==> src/rtl/ucf_pkg.sv <==
// Package for the UTF-8 case folding stream unit.
// Payload, burst and status types; lead and fold helpers; no dependencies.
package ucf_pkg;

   localparam int UCF_QUEUE_DEPTH = 4;
   localparam int UCF_BURST_MAX   = 4;

   typedef struct packed {
      logic [7:0] in_byte;
      logic       end_of_text;
   } req_type;

   typedef struct packed {
      logic [7:0] out_byte;
      logic       run_last;
      logic       text_done;
   } rsp_type;

   // All output bytes caused by one input item.
   typedef struct packed {
      logic [UCF_BURST_MAX-1:0][7:0] bytes;
      logic [2:0]                    count;
      logic                          eot;
   } burst_type;

   typedef struct packed {
      logic full;
      logic empty;
   } queue_status_type;

   // Sequence length announced by a lead byte, 0 when it is no valid lead.
   function automatic logic [2:0] lead_len(input logic [7:0] b);
      logic [2:0] len;
      len = 3'd0;
      if (b >= 8'hC2 && b <= 8'hDF) len = 3'd2;
      else if (b >= 8'hE0 && b <= 8'hEF) len = 3'd3;
      else if (b >= 8'hF0 && b <= 8'hF4) len = 3'd4;
      return len;
   endfunction

   function automatic logic [7:0] fold_ascii(input logic [7:0] b);
      logic [7:0] r;
      r = b;
      if (b >= 8'h41 && b <= 8'h5A) r = b + 8'h20;
      return r;
   endfunction

   // Fold a two-byte code point (U+0080..U+07FF).
   function automatic logic [10:0] fold_cp2(input logic [10:0] cp);
      logic [10:0] r;
      r = cp;
      if (cp >= 11'h410 && cp <= 11'h42F) r = cp + 11'h020;
      else if (cp >= 11'h400 && cp <= 11'h40F) r = cp + 11'h050;
      return r;
   endfunction

endpackage

==> src/rtl/ucf_front.sv <==
// Front end: accepts bytes, tracks the held sequence and builds one burst per item.
// Depends on ucf_pkg.
module ucf_front
   import ucf_pkg::*;
(
   input  logic      clock,
   input  logic      reset,
   input  logic      accept,
   input  req_type   req_data,
   output logic      burst_valid,
   output burst_type burst
);

   logic [2:0][7:0] pend_ff, pend_in;
   logic [1:0]      pc_ff, pc_in;
   logic [2:0]      exp_ff, exp_in;

   logic [7:0]  b;
   logic        eot;
   logic        is_cont;
   logic        is_ascii;
   logic [2:0]  lead;
   logic        lead_hold;
   logic        have_pend;
   logic        complete;
   logic        emit_pend;
   logic        emit_cur;
   logic [7:0]  cur_out;
   logic [7:0]  first_out;
   logic [10:0] folded;
   logic        fold2;

   always_comb begin
      b         = req_data.in_byte;
      eot       = req_data.end_of_text;
      is_cont   = (b[7:6] == 2'b10);
      is_ascii  = ~b[7];
      lead      = lead_len(b);
      lead_hold = (lead != 3'd0) && !eot;
      have_pend = (pc_ff != 2'd0);
      complete  = have_pend && is_cont && (({1'b0, pc_ff} + 3'd1) >= exp_ff);

      // Of multibyte sequences only two-byte ones fold; longer ones pass unchanged.
      folded = fold_cp2({pend_ff[0][4:0], b[5:0]});
      fold2  = complete && (exp_ff == 3'd2);

      cur_out   = is_ascii ? fold_ascii(b) : b;
      first_out = pend_ff[0];
      if (fold2) begin
         first_out = {3'b110, folded[10:6]};
         cur_out   = {2'b10, folded[5:0]};
      end

      emit_pend = have_pend && (complete || eot || !is_cont);
      if (!have_pend || !is_cont) emit_cur = !lead_hold;
      else emit_cur = complete || eot;

      burst.eot = eot;
      burst.bytes = '0;
      if (emit_pend) begin
         burst.bytes[0] = first_out;
         burst.bytes[1] = pend_ff[1];
         burst.bytes[2] = pend_ff[2];
         for (int i = 0; i < UCF_BURST_MAX; i++) begin
            if (i[1:0] == pc_ff && emit_cur) burst.bytes[i] = cur_out;
         end
         burst.count = {1'b0, pc_ff} + {2'b00, emit_cur};
      end else begin
         burst.bytes[0] = cur_out;
         burst.count    = {2'b00, emit_cur};
      end
      burst_valid = accept && (burst.count != 3'd0);

      // Next sequence state.
      pend_in = pend_ff;
      pc_in   = pc_ff;
      exp_in  = exp_ff;
      if (!have_pend || !is_cont) begin
         if (lead_hold) begin
            pend_in[0] = b;
            pc_in      = 2'd1;
            exp_in     = lead;
         end else begin
            pc_in  = 2'd0;
            exp_in = 3'd0;
         end
      end else if (complete || eot) begin
         pc_in  = 2'd0;
         exp_in = 3'd0;
      end else begin
         pend_in[pc_ff] = b;
         pc_in          = pc_ff + 2'd1;
      end
   end

   always_ff @(posedge clock) begin
      if (accept) pend_ff <= pend_in;
   end

   always_ff @(posedge clock) begin
      if (reset) begin
         pc_ff  <= 2'd0;
         exp_ff <= 3'd0;
      end else if (accept) begin
         pc_ff  <= pc_in;
         exp_ff <= exp_in;
      end
   end

endmodule

==> src/rtl/ucf_queue.sv <==
// Short burst queue between front and back end.
// Depends on ucf_pkg.
module ucf_queue
   import ucf_pkg::*;
#(
   parameter int DEPTH = UCF_QUEUE_DEPTH
) (
   input  logic             clock,
   input  logic             reset,
   input  logic             wr_en,
   input  burst_type        wr_data,
   input  logic             rd_en,
   output burst_type        rd_data,
   output queue_status_type status
);

   localparam int PW = (DEPTH > 1) ? $clog2(DEPTH) : 1;
   localparam int CW = $clog2(DEPTH + 1);

   burst_type       mem_ff [DEPTH];
   logic [PW-1:0]   wr_ptr_ff, wr_ptr_in;
   logic [PW-1:0]   rd_ptr_ff, rd_ptr_in;
   logic [CW-1:0]   count_ff, count_in;
   logic            do_wr, do_rd;

   always_comb begin
      status.full  = (count_ff == CW'(DEPTH));
      status.empty = (count_ff == '0);
      do_wr = wr_en && !status.full;
      do_rd = rd_en && !status.empty;
      wr_ptr_in = wr_ptr_ff;
      rd_ptr_in = rd_ptr_ff;
      if (do_wr) wr_ptr_in = (wr_ptr_ff == PW'(DEPTH - 1)) ? '0 : wr_ptr_ff + PW'(1);
      if (do_rd) rd_ptr_in = (rd_ptr_ff == PW'(DEPTH - 1)) ? '0 : rd_ptr_ff + PW'(1);
      count_in = count_ff + CW'(do_wr) - CW'(do_rd);
      rd_data  = mem_ff[rd_ptr_ff];
   end

   always_ff @(posedge clock) begin
      if (do_wr) mem_ff[wr_ptr_ff] <= wr_data;
   end

   always_ff @(posedge clock) begin
      if (reset) begin
         wr_ptr_ff <= '0;
         rd_ptr_ff <= '0;
         count_ff  <= '0;
      end else begin
         wr_ptr_ff <= wr_ptr_in;
         rd_ptr_ff <= rd_ptr_in;
         count_ff  <= count_in;
      end
   end

endmodule

==> src/rtl/ucf_back.sv <==
// Back end: walks each burst one byte a beat into the output register.
// Depends on ucf_pkg.
module ucf_back
   import ucf_pkg::*;
(
   input  logic             clock,
   input  logic             reset,
   input  burst_type        head,
   input  queue_status_type q_status,
   output logic             deq,
   input  logic             pop,
   output logic             empty,
   output rsp_type          rsp_data
);

   logic [1:0] idx_ff, idx_in;
   logic       out_valid_ff, out_valid_in;
   rsp_type    out_ff, out_in;
   logic       load;
   logic       last;

   always_comb begin
      load = !q_status.empty && (!out_valid_ff || pop);
      last = ({1'b0, idx_ff} == (head.count - 3'd1));
      deq  = load && last;

      idx_in       = idx_ff;
      out_in       = out_ff;
      out_valid_in = out_valid_ff && !pop;
      if (load) begin
         out_in.out_byte  = head.bytes[idx_ff];
         out_in.run_last  = last;
         out_in.text_done = last && head.eot;
         out_valid_in     = 1'b1;
         idx_in           = last ? 2'd0 : idx_ff + 2'd1;
      end

      empty    = !out_valid_ff;
      rsp_data = out_ff;
   end

   always_ff @(posedge clock) begin
      out_ff <= out_in;
   end

   always_ff @(posedge clock) begin
      if (reset) begin
         idx_ff       <= 2'd0;
         out_valid_ff <= 1'b0;
      end else begin
         idx_ff       <= idx_in;
         out_valid_ff <= out_valid_in;
      end
   end

endmodule

==> src/rtl/utf8_case_fold_stream_unit.sv <==
// UTF-8 validating case folder, top level.
// Channels: byte input (push/full) and byte output (pop/empty) look like queues.
// Each accepted byte yields zero to four output bytes; the last byte of each
// item's run has run_last set, and the last byte of a text has text_done set.
// Valid sequences are case-folded (A-Z, U+0400..U+042F); anything invalid,
// truncated or broken by a non-continuation byte passes through unchanged.
// Path: the edge that accepts an item writes its burst into the queue; its
// bytes then move from the queue into the output register whenever that
// register is empty or being popped.
// Throughput: one input byte a cycle while full is low; output runs at one byte a
// cycle while the receiver pops, one byte of an item's run at a time. The burst queue
// (QUEUE_DEPTH entries) absorbs these runs; full rises only when it is filled.
// Held lead and continuation bytes produce no output.
// Reset (synchronous, active high) empties the queue, drops the held
// sequence and marks the output register empty. When the receiver stalls, the
// output byte holds, the queue fills and full then stops the input side.
module utf8_case_fold_stream_unit
   import ucf_pkg::*;
#(
   parameter int QUEUE_DEPTH = UCF_QUEUE_DEPTH
) (
   input  logic    clock,
   input  logic    reset,
   input  logic    push,
   output logic    full,
   input  req_type req_data,
   output logic    empty,
   input  logic    pop,
   output rsp_type rsp_data
);

   logic             accept;
   logic             burst_valid;
   burst_type        burst;
   burst_type        head;
   logic             deq;
   queue_status_type q_status;

   assign full   = q_status.full;
   assign accept = push && !q_status.full;

   ucf_front u_front (
      .clock       (clock),
      .reset       (reset),
      .accept      (accept),
      .req_data    (req_data),
      .burst_valid (burst_valid),
      .burst       (burst)
   );

   ucf_queue #(
      .DEPTH (QUEUE_DEPTH)
   ) u_queue (
      .clock   (clock),
      .reset   (reset),
      .wr_en   (burst_valid),
      .wr_data (burst),
      .rd_en   (deq),
      .rd_data (head),
      .status  (q_status)
   );

   ucf_back u_back (
      .clock    (clock),
      .reset    (reset),
      .head     (head),
      .q_status (q_status),
      .deq      (deq),
      .pop      (pop),
      .empty    (empty),
      .rsp_data (rsp_data)
   );

endmodule

==> config.mk <==
export PLATFORM = sky130hd
export DESIGN_NAME = utf8_case_fold_stream_unit
export DESIGN_NICKNAME = d
export VERILOG_FILES = /design/src/rtl/ucf_pkg.sv /design/src/rtl/ucf_front.sv /design/src/rtl/ucf_queue.sv /design/src/rtl/ucf_back.sv /design/src/rtl/utf8_case_fold_stream_unit.sv
export SDC_FILE = /design/constraint.sdc
export NUM_CORES = 1
export LEC_CHECK = 0
export BUFFER_PORTS_ARGS = -buffer_cell sky130_fd_sc_hd__buf_4
export CAP_MARGIN = 10
export CORE_UTILIZATION = 50
export DETAILED_ROUTE_END_ITERATION = 8
export GPL_ROUTABILITY_DRIVEN = 0
export PLACE_DENSITY_LB_ADDON = 0.2
export REMOVE_ABC_BUFFERS = 1
export SYNTH_ARGS = -nofsm -noshare
export SYNTH_HDL_FRONTEND = slang
export SYNTH_HIERARCHICAL = 1
export SYNTH_SLANG_ARGS = --single-unit
==> constraint.sdc <==
create_clock -name clock -period 5.9 [get_ports clock]
set_input_delay 0.885 -clock clock [delete_from_list [all_inputs] [get_ports clock]]
set_output_delay 0.885 -clock clock [all_outputs]
set_load 0.02 [all_outputs]
==> results of run 1 <==
## cells in the mapped netlist (2+ instances only)
master      n  area, um^2
inv_1      25        93.8
mux2i_1    15         150
a21oi_1    17        85.1
and3_2      3        22.5
or3_1       3        18.8
o31a_1      2        17.5
o2111a_1    2        22.5
nand2b_1    8        50.1
nor2b_1     4        25.0
and2b_2     5        43.8
nor2_1     33         124
o31ai_1     5        37.5
and2_1      8        50.1
a211oi_1    3        22.5
and4_1      2        17.5
dfxtp_1    17         340
o211ai_1    2        15.0
ha_1       28         350
a21boi_0    3        22.5
clkbuf_1    5        18.8
nor4_4      3        63.8
nor3_1      8        40.0
xnor2_1     4        35.0
buf_2      13        65.1
nand3_1     6        30.0
and3_1      6        37.5
edfxtp_1  178        5350
nand2_1    25        93.8
o21ai_0    10        50.1
nor4_1      5        31.3
buf_6       4        45.0
mux4_1      2        52.6
nor3_2      2        20.0
mux4_2     42         946
nor2b_4     2        27.5
## cells by family (layout without fill, tap and decap cells)
group	after synthesis	in the layout
DFF	195	195
adders and majority gates	29	29
buffers and inverters	49	88
xor gates and xnor gates	6	6
AOI/OAI and AO/OA	56	56
and+or+nand+nor	132	132
muxes	59	59
## worst register-to-register path, cell delays in order (launching register included)
cell and delay (ns):
dfxtp_1 0.45, inv_1 0.12, ha_1 0.33, ha_1 0.28
a211oi_1 0.45, o211a_1 0.48, nor4_1 0.14, ha_1 0.22
ha_1 0.28, o31ai_1 0.07, a21boi_0 0.59, and2_4 0.28
inv_1 0.04, ha_1 0.26, inv_1 0.04, ha_1 0.18
fa_1 0.38, xnor2_1 0.19, xnor2_1 0.14, nor2_1 0.05
## worst max-delay path by stage
stage                                     end  depth (start not counted)        startpoint  slack, ns
after floorplan           u_queue/count_ff[2]                         17       req_data[2]       1.37
after global placement    u_queue/count_ff[2]                         18       req_data[2]       0.83
after detailed placement  u_queue/count_ff[2]                         18       req_data[2]       0.64
after CTS                 u_queue/count_ff[2]                         19  u_front/pc_ff[0]       0.82
after global routing      u_queue/count_ff[2]                         19  u_front/pc_ff[0]       0.42
final                     u_queue/count_ff[2]                         19  u_front/pc_ff[0]       0.82
## area by class of cell
type,instances,area share [%]
clock inverter,14,1.67
timing repair buffer,31,2.41
inverter,25,0.973
tap,220,2.85
sequential,195,59.0
clock buffer,18,4.45
multi-input combinational,282,28.7
## sequential cells by signal, summed over array words and instances (netlist names), named ones only
signal / cells
u_back/rsp_data: 10
u_queue/rd_ptr_ff: 2
u_queue/wr_ptr_ff: 2
u_back/out_valid_ff: 1
u_front/pend_ff: 24
u_queue/mem_ff: 144
u_front/exp_ff: 3
u_queue/count_ff: 3
u_front/pc_ff: 2
u_back/idx_ff: 2
## power by group through the flow
stage | registers (W) | clock network, W | logic (W)
2_1_floorplan | 0.00189 | 0 | 0.000440
3_3_place_gp | 0.00185 | 0 | 0.000715
3_5_place_dp | 0.00187 | 0 | 0.000733
4_1_cts | 0.00184 | 0.00117 | 0.000734
5_1_grt | 0.00186 | 0.00123 | 0.000784
6_report | 0.00184 | 0.00115 | 0.000718
## placed cells by master (no fill, tap or decap), drive strengths merged, types with 9 or more instances in the layout
cell	Yosys	layout
o21ai	11	11
mux4	44	44
clkbuf	5	18
mux2i	15	15
inv	25	27
buf	19	31
edfxtp	178	178
nor3	10	10
and3	9	9
nor2	33	33
a21oi	17	17
and2	9	9
nand2	25	25
dfxtp	17	17
ha	28	28
## stage by stage
stage               setup slack (ns)  std cells  util (%)
finish                         0.816        785      57.5
global route                   0.422        785      57.5
CTS                            0.822        785      57.5
detailed placement             0.640        753      54.0
global placement               0.832        753      54.0
floorplan                       1.37        502         -
## metal layers
metal / vias to the layer above / part of all wire, %
li1: 2093 / -
met2: 106 / 51
met1: 2340 / 43
met3: 20 / 4.0
met4: 0 / 1.9
met5: - / 0
==> metrics, run 1 <==
Synth Area in XOR/XNOR=0.822%; area grow syn2layout=11.1%; cts bufs inserted=17; mux contribution to synthesized area=13.2%; Filler cells=1292; worst-path cell chain=inv_1 -> ha_1 -> ha_1 -> a211oi_1 -> o211a_1 -> nor4_1 -> ha_1 -> ha_1 -> o31ai_1 -> a21boi_0 -> and2_4 -> inv_1 -> ha_1 -> inv_1 -> ha_1 -> fa_1 -> xnor2_1 -> xnor2_1 -> nor2_1; hold depth=2; delay-heaviest family, CP=adder cells; post-synth cell types=61; total track usage=20.6%; endpoints failing setup=0; DIE WIDTH=134 um; Post-Route WL=16700 um; Worst Tran Pin Value=1.05 ns; # resized after CTS=0; Final Max Slew Viols=0; height of the die=134 um; worst hold start=u_front/exp_ff[2]; global route overflow=0; Main synth FF type=edfxtp_1; Max Freq=197 MHz; post-synthesis async set-or-reset flop share=0%; clock group share of total power=31.1%; I/O pin cnt=25; sequential area share after synthesis=65.5%; main combinational cell family by area after synthesis=multiplexers; met3 usage=4.19%; CP startpoint kind=register; Final Hold Fails=0; routing usage on met2=33.8%; P per Cell Area=385 mW/mm^2; CP max-delay cell=a21boi_0; Worst Setup End Kind=register; Syn Inst Count=526; r2r startpoint=u_front/pc_ff[0]; Min-Delay Path Class=register to register; worst-skew pair later-pin latency=0.44 ns; most used cell, CP=ha_1; hpwl dp=10500 um; DRC=0; H-tree levels=4; number of synthesized register bits=195; n_diodes=0; Worst R2R End=u_queue/count_ff[2]; row count=47; Vias/cell=5.81; first-pass GRT wire length=26800 um; clock root buffer=clkbuf_16; Net Sw Frac=26.2%; Reg2Reg Setup Slack=0.82 ns; Cell Area, Placed=0.00905 mm^2; Pre-antenna DRT Iters=4; setup TNS=0 ns; initial DRC count=257; hold_ws=0.482 ns; # port buffers=24; post-synthesis simple-gate area fraction=9.07%; Pleak=3.29 nW; GR peak layer=met2; post-route cell area=0.00964 mm^2; status=complete, no violations; Synthesis Warnings=6; vias in the first global route=4893; routed via count=4559; Synth Area per Inst=16.5 um^2; Crit Path Max Fanout=9; Tmin final=5.08 ns; Initial Utilization=51.8%; layout cell share with drive strength beyond 1=22.5%; adder-cell share of the synthesized area=4.27%; RSZ-0062 raised after global routing=false; buffers and inverters on the worst path=3; multi-input logic area=0.00276 mm^2; net load switching power=0.000973 W; largest net degree at the start of global routing=37; Clock transition at path regs=0.07 ns; post-synthesis compound-gate area fraction=4.37%; total chip power=0.00371 W; initial antenna violation count=0; WS Path Type=register to register; NumNets Final=594; CP max stage delay=0.59 ns; EDFF count, synth=178; post-CTS setup buffers=0; sequential cell area=0.00569 mm^2; cts hold-fix bufs=0; sequential share of power=49.5%; clk buf depth=2; core footprint=0.0168 mm^2; Crit path required time=6.22 ns; die footprint=0.0179 mm^2; Max Cap Viol=0; Clock Skew=0.00890 ns; Comb pwr share=19.4%; P_int=0.00274 W; met1 usage=26.9%; Slew headroom=30.1%; worst-case hold path end point=u_front/exp_ff[2]; drt wl/cell=21.3 um; Tcrit/Tclk final=86.2%; CP arrival=5.41 ns; area of the mapped netlist=0.00868 mm^2; CTS tree=done; Peak VDD IR=0.000230 V; R2R depth=19; Final ANT Viol Nets=0; # clock sinks=195
(Power assumes the default switching activity.)
==> run 2: changes to the inputs <==
--- a/config.mk
+++ b/config.mk
@@ -8,6 +8,7 @@
 export BUFFER_PORTS_ARGS = -buffer_cell sky130_fd_sc_hd__buf_4
 export CAP_MARGIN = 10
 export CORE_UTILIZATION = 50
+export CTS_BUF_LIST = sky130_fd_sc_hd__clkbuf_8
 export DETAILED_ROUTE_END_ITERATION = 8
 export GPL_ROUTABILITY_DRIVEN = 0
 export PLACE_DENSITY_LB_ADDON = 0.2
==> metrics, run 2 (synthesis results as in run 1) <==
status=complete, no violations; endpoints failing setup=0 (unchanged); Final ANT Viol Nets=0 (unchanged); # resized after CTS=0 (unchanged); DIE WIDTH=134 um (unchanged); Pre-antenna DRT Iters=5 (+1); Vias/cell=5.74 (-1.1%); P_int=0.00248 W (-9.2%); global route overflow=0 (unchanged); WS Path Type=register to register; Final Hold Fails=0 (unchanged); layout cell share with drive strength beyond 1=22.5% (unchanged); die footprint=0.0179 mm^2 (unchanged); post-CTS setup buffers=0 (unchanged); Final Max Slew Viols=0 (unchanged); P per Cell Area=362 mW/mm^2 (-5.8%); CP startpoint kind=register; Slew headroom=31.2% (+1.1 points); Crit path required time=6.26 ns (+0.04 ns); Crit Path Max Fanout=9 (unchanged); CP arrival=5.45 ns (+0.04 ns); routed via count=4508 (-1.1%); H-tree levels=4 (unchanged); Worst Tran Pin Value=1.03 ns (-0.0172 ns); DRC=0 (unchanged); routing usage on met2=33.4% (-0.35 points); clock root buffer=clkbuf_8; drt wl/cell=21.1 um (-0.91%); Net Sw Frac=27.4% (+1.2 points); initial DRC count=241 (-6.2%); Clock transition at path regs=0.10 ns (+0.03 ns); # port buffers=24 (unchanged); I/O pin cnt=25 (unchanged); n_diodes=0 (unchanged); Peak VDD IR=0.000176 V (-23%); net load switching power=0.000939 W (-3.5%); CTS tree=done; Max Cap Viol=0 (unchanged); largest net degree at the start of global routing=37 (unchanged); clock group share of total power=25.5% (-5.6 points); Filler cells=1316 (+1.9%); met1 usage=26.6% (-0.25 points); Max Freq=197 MHz (about the same); worst-skew pair later-pin latency=0.47 ns (+0.03 ns); Clock Skew=0.0119 ns (+0.00300 ns); GR peak layer=met2; vias in the first global route=4824 (-1.4%); Largest Register=u_queue/mem_ff; NumNets Final=594 (unchanged); initial antenna violation count=0 (unchanged); total track usage=20.2% (-0.30 points); # clock sinks=195 (unchanged); Largest register FFs=144 (unchanged); Pleak=3.21 nW (-2.5%); sequential share of power=53.5% (+4.0 points); Initial Utilization=51.8% (unchanged); Post-Route WL=16600 um (-0.91%); Min-Delay Path Class=register to register; first-pass GRT wire length=26500 um (-0.93%); cts bufs inserted=17 (unchanged); setup TNS=0 ns (unchanged); row count=47 (unchanged); cts hold-fix bufs=0 (unchanged); Tmin final=5.09 ns (+0.00169 ns); area grow syn2layout=8.93%; commonest non-fill, non-tap cells in the layout=178 x edfxtp_1, 42 x mux4_2, 33 x nor2_1; Worst Setup End Kind=register; most common cell after layout, fill and taps aside=edfxtp_1; RSZ-0062 raised after global routing=false; Comb pwr share=20.9% (+1.5 points); height of the die=134 um (unchanged); Tcrit/Tclk final=86.2% (about the same); core footprint=0.0168 mm^2 (unchanged); hpwl dp=10500 um (unchanged); met3 usage=3.61% (-0.57 points); hold_ws=0.484 ns (+0.00221 ns); clk buf depth=2 (unchanged)
## run 2: cell count changes in the layout (fill, tap and decap cells not counted), sizes merged
cell    before  now
clkbuf      18   17
inv         27   28
## run 2: worst paths after layout
| check | start | end | slack (ns) | cells after the start |
|---|---|---|---|---|
| max reg2reg | u_front/pc_ff[0] | u_queue/count_ff[2] | 0.81 | 19 |
| min | u_front/exp_ff[2] | u_front/exp_ff[2] | 0.48 | 2 |
| max | u_front/pc_ff[0] | u_queue/count_ff[2] | 0.81 | 19 |
| min reg2reg | u_front/exp_ff[2] | u_front/exp_ff[2] | 0.48 | 2 |
## run 2: metrics by stage
stage	cells	utilization, %	total power [W]	worst slack (ns)	area, um^2
5_1_grt	785	56.4	0.00358	0.419	9450
3_5_place_dp	753	54.0	0.00260	0.640	9050
6_report	785	56.4	0.00342	0.815	9450
2_1_floorplan	502	-	0.00234	1.37	8540
4_1_cts	785	56.4	0.00346	0.815	9450
3_3_place_gp	753	54.0	0.00257	0.832	9050
## run 2: final cells by class
type	instances	area, um^2	share of cell area, %
Sequential cell	195	5690	60.2
Multi-Input combinational cell	282	2760	29.2
Tap cell	220	275	2.91
Clock buffer	17	234	2.48
Timing Repair Buffer	31	233	2.46
Clock inverter	15	165	1.75
Inverter	25	93.8	0.993
## run 2: critical path, cell delays in order (launching register included)
cell,delay (ns)
dfxtp_1,0.46
inv_1,0.12
ha_1,0.33
ha_1,0.28
a211oi_1,0.46
o211a_1,0.47
nor4_1,0.14
ha_1,0.22
ha_1,0.28
o31ai_1,0.07
a21boi_0,0.59
and2_4,0.28
inv_1,0.04
ha_1,0.26
inv_1,0.04
ha_1,0.18
fa_1,0.38
xnor2_1,0.19
xnor2_1,0.14
nor2_1,0.05
## run 2: metal layers
layer  wire length [um]  part of all wire, %  vias to the layer above
li1                   -                    -                     2082
met1               7360                   44                     2325
met2               8360                   50                       79
met3                550                  3.3                       22
met4                325                  2.0                        0
met5                  0                    0                        -
## run 2: power by group through the flow
stage	sequential [W]	combinational [W]	clock, W
after floorplan	0.00189	0.000440	0
after global placement	0.00185	0.000715	0
after detailed placement	0.00187	0.000733	0
after CTS	0.00184	0.000732	0.000889
after global routing	0.00186	0.000784	0.000937
final	0.00183	0.000717	0.000874
==> run 3: changes to the inputs <==
==> constraint.sdc (replaced) <==
create_clock -name clock -period 6.25 [get_ports clock]
set_input_delay 0.9375 -clock clock [delete_from_list [all_inputs] [get_ports clock]]
set_output_delay 0.9375 -clock clock [all_outputs]
set_load 0.02 [all_outputs]
==> metrics, run 3 (synthesis results as in run 1) <==
status=complete, no violations; I/O pin cnt=25 (unchanged); hpwl dp=10600 um (+1.3%); Min-Delay Path Class=register to register; sequential cell area=0.00569 mm^2 (unchanged); vias in the first global route=4804 (-0.41%); core footprint=0.0168 mm^2 (unchanged); Largest Register=u_queue/mem_ff; Crit path required time=6.61 ns (+0.35 ns); Final Max Slew Viols=0 (unchanged); Tmin final=5.20 ns (+0.118 ns); R2R depth=19 (unchanged); global route overflow=0 (unchanged); cts hold-fix bufs=0 (unchanged); post-route cell area=0.00941 mm^2 (-0.41%); CTS tree=done; routed via count=4483 (-0.55%); # port buffers=24 (unchanged); r2r startpoint=u_front/pc_ff[0]; layout cell share with drive strength beyond 1=22.8% (+0.35 points); area grow syn2layout=8.48%; Max Cap Viol=0 (unchanged); Clock Skew=0.0139 ns (+0.00201 ns); post-CTS setup buffers=0 (unchanged); first-pass GRT wire length=26500 um (-0.21%); P per Cell Area=336 mW/mm^2 (-7.2%); # clock sinks=195 (unchanged); endpoints failing setup=0 (unchanged); setup TNS=0 ns (unchanged); Worst R2R End=u_queue/count_ff[2]; Worst Setup End Kind=register; clk buf depth=2 (unchanged); Critical Path Sink=u_queue/count_ff[2]; Crit Path Max Fanout=9 (unchanged); Pre-antenna DRT Iters=4 (-1); DRC=0 (unchanged); H-tree levels=4 (unchanged); worst-skew pair later-pin latency=0.46 ns (about the same); NumNets Final=594 (unchanged); Reg2Reg Setup Slack=1.05 ns (+0.23 ns); Initial Utilization=51.8% (unchanged); CP startpoint kind=register; Filler cells=1312 (-0.30%); largest net degree at the start of global routing=37 (unchanged); initial DRC count=322 (+34%); Cells after DPL=753 (unchanged); Post-Route WL=16800 um (+1.4%); post-route insts no fill=785 (unchanged); Tcrit/Tclk final=83.3% (-2.9 points); DIE WIDTH=134 um (unchanged); multi-input logic area=0.00276 mm^2 (unchanged); # resized after CTS=0 (unchanged); die footprint=0.0179 mm^2 (unchanged); Clock transition at path regs=0.09 ns (about the same); WS Path Type=register to register; clock root buffer=clkbuf_8; RSZ-0062 raised after global routing=false; Slew headroom=33.3% (+2.1 points); Max Freq=192 MHz (-2.3%); CP Launch Point=u_front/pc_ff[0]; Util after Layout=56.2% (-0.23 points); Worst Tran Pin Value=0.998 ns (-0.0315 ns); Final ANT Viol Nets=0 (unchanged); hold_ws=0.483 ns (-0.000710 ns); Peak VDD IR=0.000179 V (+1.2%); row count=47 (unchanged); cts bufs inserted=17 (unchanged); Pleak=3.22 nW (+0.27%); Largest register FFs=144 (unchanged); most common cell after layout, fill and taps aside=edfxtp_1; height of the die=134 um (unchanged); Vias/cell=5.71 (-0.55%); commonest non-fill, non-tap cells in the layout=178 x edfxtp_1, 42 x mux4_2, 33 x nor2_1; drt wl/cell=21.4 um (+1.4%); Final Hold Fails=0 (unchanged); Cell Area, Placed=0.00905 mm^2 (unchanged); CP arrival=5.56 ns (+0.11 ns); n_diodes=0 (unchanged); initial antenna violation count=0 (unchanged); total track usage=20.4% (+0.14 points)
## run 3: cell types whose count changed in the layout (fill, tap and decap cells not counted), sizes merged
cell / delta
bufinv: -2
clkbuf: +1
clkinvlp: -3
clkinv: -2
inv: +6
## run 3: layout make-up
type                       instances  area share, %
tap                              220           2.92
clock inverter                    14           1.20
multi-input combinational        282           29.4
inverter                          25          0.997
timing repair buffer              31           2.47
sequential                       195           60.4
clock buffer                      18           2.63
## run 3: worst min path at each step
stage / from / endpoint / cells after the start
global placement: u_front/exp_ff[2] / u_front/exp_ff[2] / 2
detailed placement: u_front/exp_ff[2] / u_front/exp_ff[2] / 2
global route: u_queue/rd_ptr_ff[0] / register / 2
floorplan: u_front/exp_ff[2] / u_front/exp_ff[2] / 2
CTS: u_front/exp_ff[2] / u_front/exp_ff[2] / 2
finish: u_front/exp_ff[2] / u_front/exp_ff[2] / 2
## run 3: per-stage QoR
step / setup WS, ns / total power (W)
final: 1.05 / 0.00316
after global placement: 1.13 / 0.00243
after global routing: 0.694 / 0.00331
after CTS: 1.09 / 0.00320
after floorplan: 1.67 / 0.00220
after detailed placement: 0.889 / 0.00246
## run 3: metal layers
layer / track usage [%] / part of all wire, % / up-vias
met5: 0 / 0 / -
met4: 10.3 / 1.2 / 0
met3: 3.16 / 4.2 / 10
met2: 33.3 / 52 / 91
met1: 26.6 / 43 / 2288
li1: - / - / 2094
## run 3: power breakdown
part	leakage, nW	switching (W)	internal (W)
sequential	1.82	0.0000785	0.00165
clock	0.204	0.000428	0.000326
combinational	1.19	0.000377	0.000302
## run 3: critical path, stage by stage, from the launching register on
cell and delay [ns]:
dfxtp_1 0.44, inv_1 0.12, ha_1 0.33, ha_1 0.28, a211oi_1 0.49, o211a_1 0.48
nor4_1 0.14, ha_1 0.22, ha_1 0.28, o31ai_1 0.07, a21boi_0 0.66, and2_4 0.28
inv_1 0.04, ha_1 0.26, inv_1 0.04, ha_1 0.18, fa_1 0.38, xnor2_1 0.20
xnor2_1 0.14, nor2_1 0.05
